==> config.mk <==
export PLATFORM = sky130hd
export DESIGN_NAME = utf8_display_width
export DESIGN_NICKNAME = d
export VERILOG_FILES = /design/src/hdl/u8dw_pkg.sv /design/src/hdl/utf8_display_width.sv
export SDC_FILE = /design/constraint.sdc
export NUM_CORES = 1
export LEC_CHECK = 0
export ABC_AREA = 1
export BUFFER_PORTS_ARGS = -buffer_cell sky130_fd_sc_hd__clkbuf_2
export CAP_MARGIN = 5
export CORE_UTILIZATION = 43
export DETAILED_ROUTE_END_ITERATION = 6
export GPL_TIMING_DRIVEN = 0
export HOLD_SLACK_MARGIN = 0.08
export SYNTH_ARGS = -nofsm -noshare
export SYNTH_HDL_FRONTEND = slang
export SYNTH_SLANG_ARGS = --single-unit
export TNS_END_PERCENT = 30
==> constraint.sdc <==
create_clock -name clk -period 9.4 [get_ports clk]
set_clock_uncertainty 0.1 [all_clocks]
set_input_delay 1.41 -clock clk [delete_from_list [all_inputs] [get_ports clk]]
set_output_delay 1.41 -clock clk [all_outputs]
set_load 0.01 [all_outputs]
==> src/hdl/u8dw_pkg.sv <==
// ----------------------------------------------------------------------------
// UTF-8 display width package
// Constants, width classes and the codepoint width lookup.
// ----------------------------------------------------------------------------
package u8dw_pkg;

  localparam int TOTAL_BITS = 32;
  localparam int CP_BITS    = 21;
  localparam logic [TOTAL_BITS-1:0] TOTAL_MAX = '1;
  localparam logic [CP_BITS-1:0] CP_LIMIT = 21'h10FFFF;

  typedef logic [1:0] width_t;
  typedef logic [CP_BITS-1:0] cp_t;

  function automatic logic in_span(input cp_t c, input cp_t lo, input cp_t hi);
    in_span = (c >= lo) && (c <= hi);
  endfunction

  function automatic logic is_zero(input cp_t c);
    is_zero =
      in_span(c, 21'h0300, 21'h036F) | in_span(c, 21'h0483, 21'h0489) |
      in_span(c, 21'h0591, 21'h05BD) | in_span(c, 21'h05BF, 21'h05BF) |
      in_span(c, 21'h05C1, 21'h05C2) | in_span(c, 21'h05C4, 21'h05C5) |
      in_span(c, 21'h05C7, 21'h05C7) | in_span(c, 21'h0610, 21'h061A) |
      in_span(c, 21'h064B, 21'h065F) | in_span(c, 21'h0670, 21'h0670) |
      in_span(c, 21'h06D6, 21'h06DC) | in_span(c, 21'h06DF, 21'h06E4) |
      in_span(c, 21'h06E7, 21'h06E8) | in_span(c, 21'h06EA, 21'h06ED) |
      in_span(c, 21'h1AB0, 21'h1AFF) | in_span(c, 21'h1DC0, 21'h1DFF) |
      in_span(c, 21'h20D0, 21'h20FF) | in_span(c, 21'hFE00, 21'hFE0F) |
      in_span(c, 21'hFE20, 21'hFE2F) | in_span(c, 21'h200B, 21'h200F) |
      in_span(c, 21'h2028, 21'h202E) | in_span(c, 21'h2060, 21'h2063) |
      in_span(c, 21'h2066, 21'h2069) | in_span(c, 21'hE0100, 21'hE01EF) |
      in_span(c, 21'hE0020, 21'hE007F);
  endfunction

  function automatic logic is_wide(input cp_t c);
    is_wide =
      in_span(c, 21'h1100, 21'h115F) | in_span(c, 21'h231A, 21'h231B) |
      in_span(c, 21'h2329, 21'h232A) | in_span(c, 21'h23E9, 21'h23EC) |
      in_span(c, 21'h23F0, 21'h23F0) | in_span(c, 21'h23F3, 21'h23F3) |
      in_span(c, 21'h25FD, 21'h25FE) | in_span(c, 21'h2614, 21'h2615) |
      in_span(c, 21'h2648, 21'h2653) | in_span(c, 21'h267F, 21'h267F) |
      in_span(c, 21'h2693, 21'h2693) | in_span(c, 21'h26A1, 21'h26A1) |
      in_span(c, 21'h26AA, 21'h26AB) | in_span(c, 21'h26BD, 21'h26BE) |
      in_span(c, 21'h26C4, 21'h26C5) | in_span(c, 21'h26CE, 21'h26CE) |
      in_span(c, 21'h26D4, 21'h26D4) | in_span(c, 21'h26EA, 21'h26EA) |
      in_span(c, 21'h26F2, 21'h26F3) | in_span(c, 21'h26F5, 21'h26F5) |
      in_span(c, 21'h26FA, 21'h26FA) | in_span(c, 21'h26FD, 21'h26FD) |
      in_span(c, 21'h2702, 21'h2702) | in_span(c, 21'h2705, 21'h2705) |
      in_span(c, 21'h2708, 21'h270D) | in_span(c, 21'h270F, 21'h270F) |
      in_span(c, 21'h2712, 21'h2712) | in_span(c, 21'h2714, 21'h2714) |
      in_span(c, 21'h2716, 21'h2716) | in_span(c, 21'h271D, 21'h271D) |
      in_span(c, 21'h2721, 21'h2721) | in_span(c, 21'h2728, 21'h2728) |
      in_span(c, 21'h2733, 21'h2734) | in_span(c, 21'h2744, 21'h2744) |
      in_span(c, 21'h2747, 21'h2747) | in_span(c, 21'h274C, 21'h274C) |
      in_span(c, 21'h274E, 21'h274E) | in_span(c, 21'h2753, 21'h2755) |
      in_span(c, 21'h2757, 21'h2757) | in_span(c, 21'h2763, 21'h2764) |
      in_span(c, 21'h2795, 21'h2797) | in_span(c, 21'h27A1, 21'h27A1) |
      in_span(c, 21'h27B0, 21'h27B0) | in_span(c, 21'h27BF, 21'h27BF) |
      in_span(c, 21'h2934, 21'h2935) | in_span(c, 21'h2B05, 21'h2B07) |
      in_span(c, 21'h2B1B, 21'h2B1C) | in_span(c, 21'h2B50, 21'h2B50) |
      in_span(c, 21'h2B55, 21'h2B55) | in_span(c, 21'h2E80, 21'h303E) |
      in_span(c, 21'h3041, 21'h3096) | in_span(c, 21'h3099, 21'h30FF) |
      in_span(c, 21'h3105, 21'h312F) | in_span(c, 21'h3131, 21'h318E) |
      in_span(c, 21'h3190, 21'h3247) | in_span(c, 21'h3250, 21'h4DBF) |
      in_span(c, 21'h4E00, 21'h9FFF) | in_span(c, 21'hA960, 21'hA97C) |
      in_span(c, 21'hAC00, 21'hD7A3) | in_span(c, 21'hF900, 21'hFAFF) |
      in_span(c, 21'hFE10, 21'hFE19) | in_span(c, 21'hFE30, 21'hFE6B) |
      in_span(c, 21'hFF01, 21'hFF60) | in_span(c, 21'hFFE0, 21'hFFE6) |
      in_span(c, 21'h1B000, 21'h1B0FF) | in_span(c, 21'h1F100, 21'h1F1AD) |
      in_span(c, 21'h1F1E6, 21'h1F1FF) | in_span(c, 21'h1F200, 21'h1F251) |
      in_span(c, 21'h1F300, 21'h1F64F) | in_span(c, 21'h1F680, 21'h1F6FF) |
      in_span(c, 21'h1F900, 21'h1F9FF) | in_span(c, 21'h1FA00, 21'h1FA6F) |
      in_span(c, 21'h1FA70, 21'h1FAFF) | in_span(c, 21'h20000, 21'h2FFFD) |
      in_span(c, 21'h30000, 21'h3FFFD);
  endfunction

  // Width of a codepoint. The beyond-Unicode flag covers values that do not
  // fit in 21 bits.
  function automatic width_t cp_width(input cp_t c, input logic beyond);
    if (beyond || c > CP_LIMIT) cp_width = 2'd1;
    else if (c < 21'h20) cp_width = 2'd0;
    else if (c < 21'h7F) cp_width = 2'd1;
    else if (c < 21'hA0) cp_width = 2'd0;
    else if (is_zero(c)) cp_width = 2'd0;
    else if (is_wide(c)) cp_width = 2'd2;
    else cp_width = 2'd1;
  endfunction

  function automatic logic [2:0] seq_length(input logic [7:0] b);
    if ((b & 8'hE0) == 8'hC0) seq_length = 3'd2;
    else if ((b & 8'hF0) == 8'hE0) seq_length = 3'd3;
    else if ((b & 8'hF8) == 8'hF0) seq_length = 3'd4;
    else seq_length = 3'd0;
  endfunction

endpackage

==> src/hdl/utf8_display_width.sv <==
// ----------------------------------------------------------------------------
// UTF-8 display width
// Sums the terminal column width of a UTF-8 byte stream, one byte a cycle.
// ----------------------------------------------------------------------------
// Pipeline: an input register, then decoding and the width lookup in front of
// the running total; the result is taken into an output register.
// Throughput: one byte per cycle unless stalled, limited by the total add.
// Reset: synchronous; clears the pending sequence, the total and the output,
// and sets the column limit to 80.
module utf8_display_width
  import u8dw_pkg::*;
(
  input  logic        clk,
  input  logic        rst,
  input  logic        s_axis_tvalid,
  output logic        s_axis_tready,
  input  logic [7:0]  s_axis_tdata,   // [7:0] data_byte
  input  logic        s_axis_tlast,   // last_byte
  output logic        m_axis_tvalid,
  input  logic        m_axis_tready,
  output logic [39:0] m_axis_tdata,   // [31:0] total_columns, [32] over_limit,
                                      // [33] saturated, [39:34] zero
  input  logic        cfg_we,
  input  logic [31:0] cfg_wdata
);

  logic [31:0] max_columns;

  // Input register
  logic       in_valid;
  logic [7:0] in_byte;
  logic       in_last;

  // Decoder state
  logic [7:0] lead, b1, b2;
  logic [1:0] pending_count;
  logic [TOTAL_BITS-1:0] running_total;
  logic total_saturated;

  // Output register
  logic        out_valid;
  logic [31:0] out_total;
  logic        out_over;
  logic        out_sat;

  logic stall;
  assign stall = out_valid && !m_axis_tready;
  assign s_axis_tready = !stall;

  always_ff @(posedge clk) begin
    if (rst) begin
      max_columns <= 32'd80;
    end else if (cfg_we) begin
      max_columns <= cfg_wdata;
    end
  end

  always_ff @(posedge clk) begin
    if (rst) begin
      in_valid <= 1'b0;
    end else if (!stall) begin
      in_valid <= s_axis_tvalid;
    end
  end

  always_ff @(posedge clk) begin
    if (!stall) begin
      in_byte <= s_axis_tdata;
      in_last <= s_axis_tlast;
    end
  end

  // Combinational decode of the registered byte
  logic [2:0] add_a;      // columns from a broken pending sequence (0..3)
  width_t     add_b;      // columns from the byte itself
  logic [1:0] add_c;      // columns left pending at end of string
  logic [7:0] lead_next, b1_next, b2_next;
  logic [1:0] pend_next;
  logic [2:0] need;
  logic       is_cont;
  cp_t        cp;
  logic       beyond;

  always_comb begin
    add_a = 3'd0;
    add_b = 2'd0;
    add_c = 2'd0;
    lead_next = lead;
    b1_next = b1;
    b2_next = b2;
    pend_next = pending_count;
    need = seq_length(lead);
    is_cont = (in_byte[7:6] == 2'b10);
    cp = '0;
    beyond = 1'b0;

    if (pending_count != 2'd0 && is_cont) begin
      if ({1'b0, pending_count} + 3'd1 < need && pending_count < 2'd3) begin
        if (pending_count == 2'd1) b1_next = in_byte;
        else b2_next = in_byte;
        pend_next = pending_count + 2'd1;
      end else begin
        // Sequence complete; a four-byte sequence fills all 21 bits and may
        // decode above the Unicode range.
        case (need)
          3'd2: cp = {10'd0, lead[4:0], in_byte[5:0]};
          3'd3: cp = {5'd0, lead[3:0], b1[5:0], in_byte[5:0]};
          default: begin
            cp = {lead[2:0], b1[5:0], b2[5:0], in_byte[5:0]};
          end
        endcase
        pend_next = 2'd0;
        add_b = cp_width(cp, beyond);
      end
    end else begin
      if (pending_count != 2'd0) begin
        add_a = {1'b0, pending_count};
        pend_next = 2'd0;
      end
      if (!in_byte[7]) begin
        add_b = cp_width({13'd0, in_byte}, 1'b0);
      end else if (seq_length(in_byte) == 3'd0) begin
        add_b = 2'd1;
      end else begin
        lead_next = in_byte;
        pend_next = 2'd1;
      end
    end
    if (in_last) begin
      add_c = pend_next;
    end
  end

  // Total increment of this byte; at most 3 + 2 + 3 columns.
  logic [3:0] inc;
  logic [TOTAL_BITS:0] sum;
  logic sat_hit;
  logic [TOTAL_BITS-1:0] total_next;

  // Each add of the model saturates at the same ceiling, so one combined add
  // with a clamp gives the same total and flag, except that a zero-width add
  // at the ceiling still sets the flag; the model does that as well.
  always_comb begin
    inc = {1'b0, add_a} + {2'b0, add_b} + {2'b0, add_c};
    sum = {1'b0, running_total} + {{(TOTAL_BITS-3){1'b0}}, inc};
    sat_hit = (sum >= {1'b0, TOTAL_MAX}) || (running_total == TOTAL_MAX);
    total_next = sat_hit ? TOTAL_MAX : sum[TOTAL_BITS-1:0];
  end

  always_ff @(posedge clk) begin
    if (rst) begin
      pending_count <= 2'd0;
      running_total <= '0;
      total_saturated <= 1'b0;
      lead <= 8'd0;
      b1 <= 8'd0;
      b2 <= 8'd0;
    end else if (in_valid && !stall) begin
      if (in_last) begin
        pending_count <= 2'd0;
        running_total <= '0;
        total_saturated <= 1'b0;
      end else begin
        pending_count <= pend_next;
        running_total <= total_next;
        total_saturated <= total_saturated | sat_hit;
        lead <= lead_next;
        b1 <= b1_next;
        b2 <= b2_next;
      end
    end
  end

  always_ff @(posedge clk) begin
    if (rst) begin
      out_valid <= 1'b0;
    end else if (!stall) begin
      out_valid <= in_valid && in_last;
    end
  end

  always_ff @(posedge clk) begin
    if (!stall && in_valid && in_last) begin
      out_total <= total_next[31:0];
      out_over  <= total_next > TOTAL_BITS'(max_columns);
      out_sat   <= total_saturated | sat_hit;
    end
  end

  assign m_axis_tvalid = out_valid;
  assign m_axis_tdata  = {6'd0, out_sat, out_over, out_total};

endmodule
Yosys cells after proc, flatten, opt, wreduce, memory -nomap -nowiden
Index checks and enable logic that the tools add are counted.
{"block": "totals", "in_bits": 46, "output_inout_bits": 42, "ff_bits": 132}
{"block": "op_classes", "muxes": 36, "n_bitwise": 103, "reduce_logical": 114, "n_eq_ne": 11, "n_lt_le_gt_ge": 211, "add_sub_neg": 5}
{"op": "21-bit by 14-bit greater-or-equal comparator with 1-bit output, second input constant", "n": 60}
{"op": "21-bit by 14-bit less-or-equal comparator with 1-bit output, second input constant", "n": 59}
{"op": "21-bit by 11-bit greater-or-equal comparator with 1-bit output, second input constant", "n": 13}
{"op": "21-bit by 11-bit less-or-equal comparator with 1-bit output, second input constant", "n": 13}
{"op": "21-bit by 16-bit less-or-equal comparator with 1-bit output, second input constant", "n": 10}
{"op": "21-bit by 16-bit greater-or-equal comparator with 1-bit output, second input constant", "n": 9}
{"op": "21-bit by 17-bit greater-or-equal comparator with 1-bit output, second input constant", "n": 9}
{"op": "21-bit by 17-bit less-or-equal comparator with 1-bit output, second input constant", "n": 9}
{"op": "1-bit logical AND", "n": 106}
{"op": "1-bit OR", "n": 99}
{"op": "32-bit two-way mux", "n": 2}
{"op": "21-bit by 13-bit greater-or-equal comparator with 1-bit output, second input constant", "n": 3}
{"op": "21-bit by 13-bit less-or-equal comparator with 1-bit output, second input constant", "n": 3}
{"op": "21-bit by 18-bit greater-or-equal comparator with 1-bit output, second input constant", "n": 2}
{"op": "21-bit by 20-bit greater-or-equal comparator with 1-bit output, second input constant", "n": 2}
{"op": "21-bit by 18-bit less-or-equal comparator with 1-bit output, second input constant", "n": 2}
{"op": "21-bit by 20-bit less-or-equal comparator with 1-bit output, second input constant", "n": 2}
{"op": "21-bit two-way mux", "n": 2}
{"op": "21-bit one-hot mux with 2 select lines", "n": 1}
{"op": "2-bit two-way mux", "n": 18}
{"op": "32-bit by 4-bit adder with 33-bit output", "n": 1}
{"op": "33-bit by 32-bit greater-or-equal comparator with 1-bit output, second input constant", "n": 1}
{"op": "32-bit equality test, second input constant", "n": 1}
{"op": "32-bit > comparator", "n": 1}
{"op": "31 further kinds", "n": 52}

Longest topological paths before layout
{"block": "logic_depth", "ltp_word": 99, "depth_mapped": 56}

Worst setup path after synthesis
No wires, ideal clock.
{"block": "synth_path", "path_kind": "register to register", "from": "register lead[6]", "to": "register out_over, data pin", "stages_incl_launch_ff": 51, "synth_period_minus_slack_ps": 6928, "arrival_ps": 6559, "setup_slack_ps": 2472, "path_cell_list": "dfxtp_1 -> nand2_1 -> inv_2 -> o21ai_2 -> buf_6 -> buf_6 -> o31ai_1 -> nand2_2 -> nor2_4 -> buf_6 -> nand2_2 -> a21oi_2 -> o21ai_1 -> nand2_1 -> nand2_1 -> inv_1 -> nand2_1 -> nor2_1 -> (+15 left out) -> nand2_1 -> nor2_1 -> xor2_1 -> nor2_1 -> nand2_1 -> nor2_1 -> nand4_1 -> buf_2 -> nand4_1 -> ha_1 -> nand2_1 -> inv_1 -> a221oi_1 -> o221ai_1 -> nand2_1 -> o2111ai_1 -> a21oi_1 -> a31oi_1"}
{"block": "synth_via", "elab_chain_cells": 99, "word_cells_on_any_way": 433}
{"item": "start, declared", "line": "utf8_display_width.sv:35", "text": "logic [7:0] lead, b1, b2;"}
{"item": "start signal, assigned", "line": "utf8_display_width.sv:167", "text": "lead <= lead_next;"}
{"item": "5-bit equality test", "line": "u8dw_pkg.sv:93", "text": "else if ((b & 8'hF8) == 8'hF0) seq_length = 3'd4;"}
{"item": "3-bit two-way mux", "line": "u8dw_pkg.sv:93"}
{"item": "3-bit two-way mux", "line": "u8dw_pkg.sv:92", "text": "else if ((b & 8'hF0) == 8'hE0) seq_length = 3'd3;"}
{"item": "3-bit two-way mux (*)", "line": "u8dw_pkg.sv:91", "text": "if ((b & 8'hE0) == 8'hC0) seq_length = 3'd2;"}
{"item": "3-bit by 2-bit equality test with 1-bit output", "line": "utf8_display_width.sv:105", "text": "case (need)"}
{"item": "21-bit one-hot mux with 2 select lines", "line": "utf8_display_width.sv:105"}
{"item": "21-bit two-way mux", "line": "utf8_display_width.sv:98", "text": "if ({1'b0, pending_count} + 3'd1 < need && pending_count < 2'd3) begin"}
{"item": "21-bit two-way mux", "line": "utf8_display_width.sv:97", "text": "if (pending_count != 2'd0 && is_cont) begin"}
{"item": "(+84 left out)"}
{"item": "3-bit by 2-bit adder with 4-bit output", "line": "utf8_display_width.sv:144", "text": "inc = {1'b0, add_a} + {2'b0, add_b} + {2'b0, add_c};"}
{"item": "4-bit by 2-bit adder with 4-bit output (*)", "line": "utf8_display_width.sv:144"}
{"item": "32-bit by 4-bit adder with 33-bit output (*)", "line": "utf8_display_width.sv:145", "text": "sum = {1'b0, running_total} + {{(TOTAL_BITS-3){1'b0}}, inc};"}
{"item": "33-bit by 32-bit greater-or-equal comparator with 1-bit output", "line": "utf8_display_width.sv:146", "text": "sat_hit = (sum >= {1'b0, TOTAL_MAX}) || (running_total == TOTAL_MAX);"}
{"item": "1-bit logical OR", "line": "utf8_display_width.sv:146"}
{"item": "32-bit two-way mux (*)", "line": "utf8_display_width.sv:147", "text": "total_next = sat_hit ? TOTAL_MAX : sum[TOTAL_BITS-1:0];"}
{"item": "net total_next[3]", "line": "utf8_display_width.sv:138", "text": "logic [TOTAL_BITS-1:0] total_next;"}
{"item": "32-bit > comparator (*)", "line": "utf8_display_width.sv:185", "text": "out_over <= total_next > TOTAL_BITS'(max_columns);"}
{"item": "end signal, assigned", "line": "utf8_display_width.sv:185"}
{"item": "end, declared", "line": "utf8_display_width.sv:43", "text": "logic out_over;"}
Mark *: on every way through the listed nets, which the timed path passes. The rest lies on a longest branch. The select of a mux whose other input is x is not followed.
A chain may end at the register's enable or synchronous reset.

Worst setup path in the final report
{"block": "layout_path", "from": "register lead[7]", "to": "register out_over, data pin"}
The elaborated chain is that of the path after synthesis.

==> out/results.ini <==
[layout]
nFillCells=2788
layout.nets=2136
area_growth_pct=15.6
utilization=0.507
stdcell_area_sq_mm=0.0137
drive_gt1_frac=0.142

[logic_synthesis]
yosys_most_used_dff=dfxtp_1
yosys_warnings=0
synth_edf_count=43
synth_area_sq_mm=0.0118
syn_avg_cell_area_sq_um=6.15
synth-seq-cells=132
yosys.cell_types.count=54
syn_inst=1923
async_flop_share=0
seq_area_frac_synth=0.260

[placement]
gp_congestion=1.13
place_worst_setup_slack_ns=-0.146
post-dp-hpwl_um=47000
dpl_cell_area_sq_mm=0.0127
place.port_buffers=80

[timing]
relSlewSlack=0.293
maxSlewViolCount=0
setup_violations=0
fmax_mhz=107
whs_ns=0.376
hold_violations=0
finalCriticalPeriod_ns=9.33
timing.final.ws_setup_ns=0.0664
fin_crit_sh=0.993
worst_pin_slew_ns=1.05

[power_and_ir_drop]
combPwrFrac=0.157
internal-power_w=0.00109
cellLeakagePower_nw=6.29
pwr-share-seq=0.392
worst_ir_drop_vdd_mv=0.163
power.density_mw_per_mm2=114
p_sw_frac=0.299
p_total_w=0.00156
clkPwrFrac=0.451
switchingPower_w=0.000467

[global_routing]
antenna_found_initial=1
grt_overflow=0
grt_start_max_net_pins=34
track_usage=0.434
grt_pass1_vias=14001
grt_pass1_wl_um=88800

[critical_path]
crit_type=reg -> reg
crit_family=simple AND/OR/NAND/NOR gates
cpMostUsedCell=nand2_1
endpoint_kind=flip-flop
cpPeakStageDelay_ns=0.45
critPathSlowestCell=fa_1
path_buf_inv=7
crit_arrival_ns=9.37
cp.required_ns=9.43
critPathMaxFanout=10
cp-start-kind=flip-flop

[drt]
drcViolationCount=0
dr_total_vias=14842
wl_per_cell_um=25.4
drt_iter0_markers=1676
via_per_inst=6.18
drt_pass1_iterations=6
antenna_left=0
routed_wl_um=61000

[clock_tree]
root_buffer=clkbuf_16
clk-insertion-delay-late_ns=0.42
htreeDepth=4
clkSinkCount=132
tritoncts=built
numCtsBuffers=17
clockBufferDepth=2
clkTransAtPathRegs_ns=0.07
hold_buffers=0

[floorplan]
fp.dieW_um=168
num_rows=60
core_area_sq_mm=0.0270
io_pins=88
initial_core_util=0.439
die_y_um=168
die-area_sq_mm=0.0282

[run]
cap_violations=0

[hold_path]
hold_class=reg -> reg

[run_status]
status=finished clean

==> repair_timing <==
action	CTS	global route
pin swaps	3	4
resized for setup	23	28
setup buffers	6	10
setup endpoints to repair	1	1
==> registers in the layout (all words and copies together) (netlist names) <==
| signal | cells |
|---|---|
| max_columns | 32 |
| out_total | 32 |
| running_total | 32 |
| in_byte | 8 |
| lead | 8 |
| b1 | 6 |
| b2 | 6 |
| pending_count | 2 |
| in_last | 1 |
| in_valid | 1 |
| m_axis_tvalid | 1 |
| out_over | 1 |
| out_sat | 1 |
| total_saturated | 1 |
==> metrics by stage <==
step	std cells	TNS (ns)
global placement	2349	-0.168
detailed placement	2350	-0.146
finish	2400	0
global route	2398	-0.116
CTS	2388	0
floorplan	1928	0
==> synthesized netlist by cell type (16+ instances only) <==
cell type,count,share of area
dfxtp_1,89,0.15
xor2_1,19,0.014
ha_1,42,0.044
o21ai_1,24,0.010
nor2_1,243,0.077
o21ai_0,108,0.046
nor2_2,30,0.016
nand4_1,88,0.047
nand3_1,157,0.066
clkbuf_1,35,0.011
nand2_1,510,0.16
nor3_1,44,0.019
nand2_2,28,0.015
buf_4,16,0.010
edfxtp_1,43,0.11
a21oi_1,119,0.050
inv_1,205,0.065
==> worst reg2reg max path, delay by kind of cell (launching register included) <==
kind,cells,cell delay (ns)
buffers and inverters,7,0.88
XOR/XNOR,1,0.24
AO/OA/AOI/OAI,8,1.43
flip-flops,1,0.35
adder cells (fa/ha/maj),5,1.61
AND/OR/NAND/NOR,30,4.44
==> per-layer routing <==
| layer | vias up | GRT usage | part of all wire | routed length (um) |
|---|---|---|---|---|
| met5 | - | 0 | 0 | 0 |
| met3 | 368 | 0.0954 | 0.098 | 5980 |
| met1 | 6789 | 0.476 | 0.35 | 21100 |
| met2 | 1065 | 0.710 | 0.44 | 27100 |
| li1 | 6620 | - | - | - |
| met4 | 0 | 0.385 | 0.11 | 6830 |
==> power groups by stage <==
stage | Combinational (W) | Sequential, W | Clock (W)
after floorplan | 0.000136 | 0.000621 | 0
after global placement | 0.000226 | 0.000623 | 0
after CTS | 0.000230 | 0.000611 | 0.000706
after detailed placement | 0.000226 | 0.000623 | 0
after global routing | 0.000260 | 0.000612 | 0.000730
final | 0.000245 | 0.000611 | 0.000703
==> layout by cell type, fill, tap and decap left out, types with 43 or more instances in the layout <==
cell	count
nand4_1	88
inv_1	204
clkbuf_2	82
dfxtp_1	89
o21ai_0	107
nor2_1	227
edfxtp_1	43
nand3_1	155
nand2_1	506
a21oi_1	119
==> final timing paths <==
path,start,to,slack (ns),cells past startpoint
max reg2reg,lead[7],out_over,0.07,51
max,lead[7],out_over,0.07,51
min reg2reg,max_columns[2],max_columns[2],0.38,2
min,max_columns[2],max_columns[2],0.38,2
==> logic make-up (layout without fill, tap and decap cells) <==
group                    after synthesis  after routing  synth area share
XOR/XNOR                              26             26            0.0193
adder cells (fa/ha/maj)               46             46            0.0512
AO/OA/AOI/OAI                        285            285             0.129
flip-flops                           132            132             0.260
buffers and inverters                288            417             0.102
other                                  1              8          0.000317
AND/OR/NAND/NOR                     1145           1145             0.438
==> layout make-up <==
| class | instances | area (sq um) | area share |
|---|---|---|---|
| Multi-Input combinational cell | 1508 | 7760 | 0.568 |
| Inverter | 217 | 818 | 0.0599 |
| Antenna cell | 2 | 5.00 | 0.000366 |
| Tap cell | 341 | 427 | 0.0312 |
| Clock buffer | 24 | 559 | 0.0409 |
| Clock inverter | 8 | 70.1 | 0.00513 |
| Buffer | 71 | 402 | 0.0294 |
| Sequential cell | 132 | 3070 | 0.225 |
| Timing Repair Buffer | 97 | 553 | 0.0405 |
(Power assumes the default switching activity.)
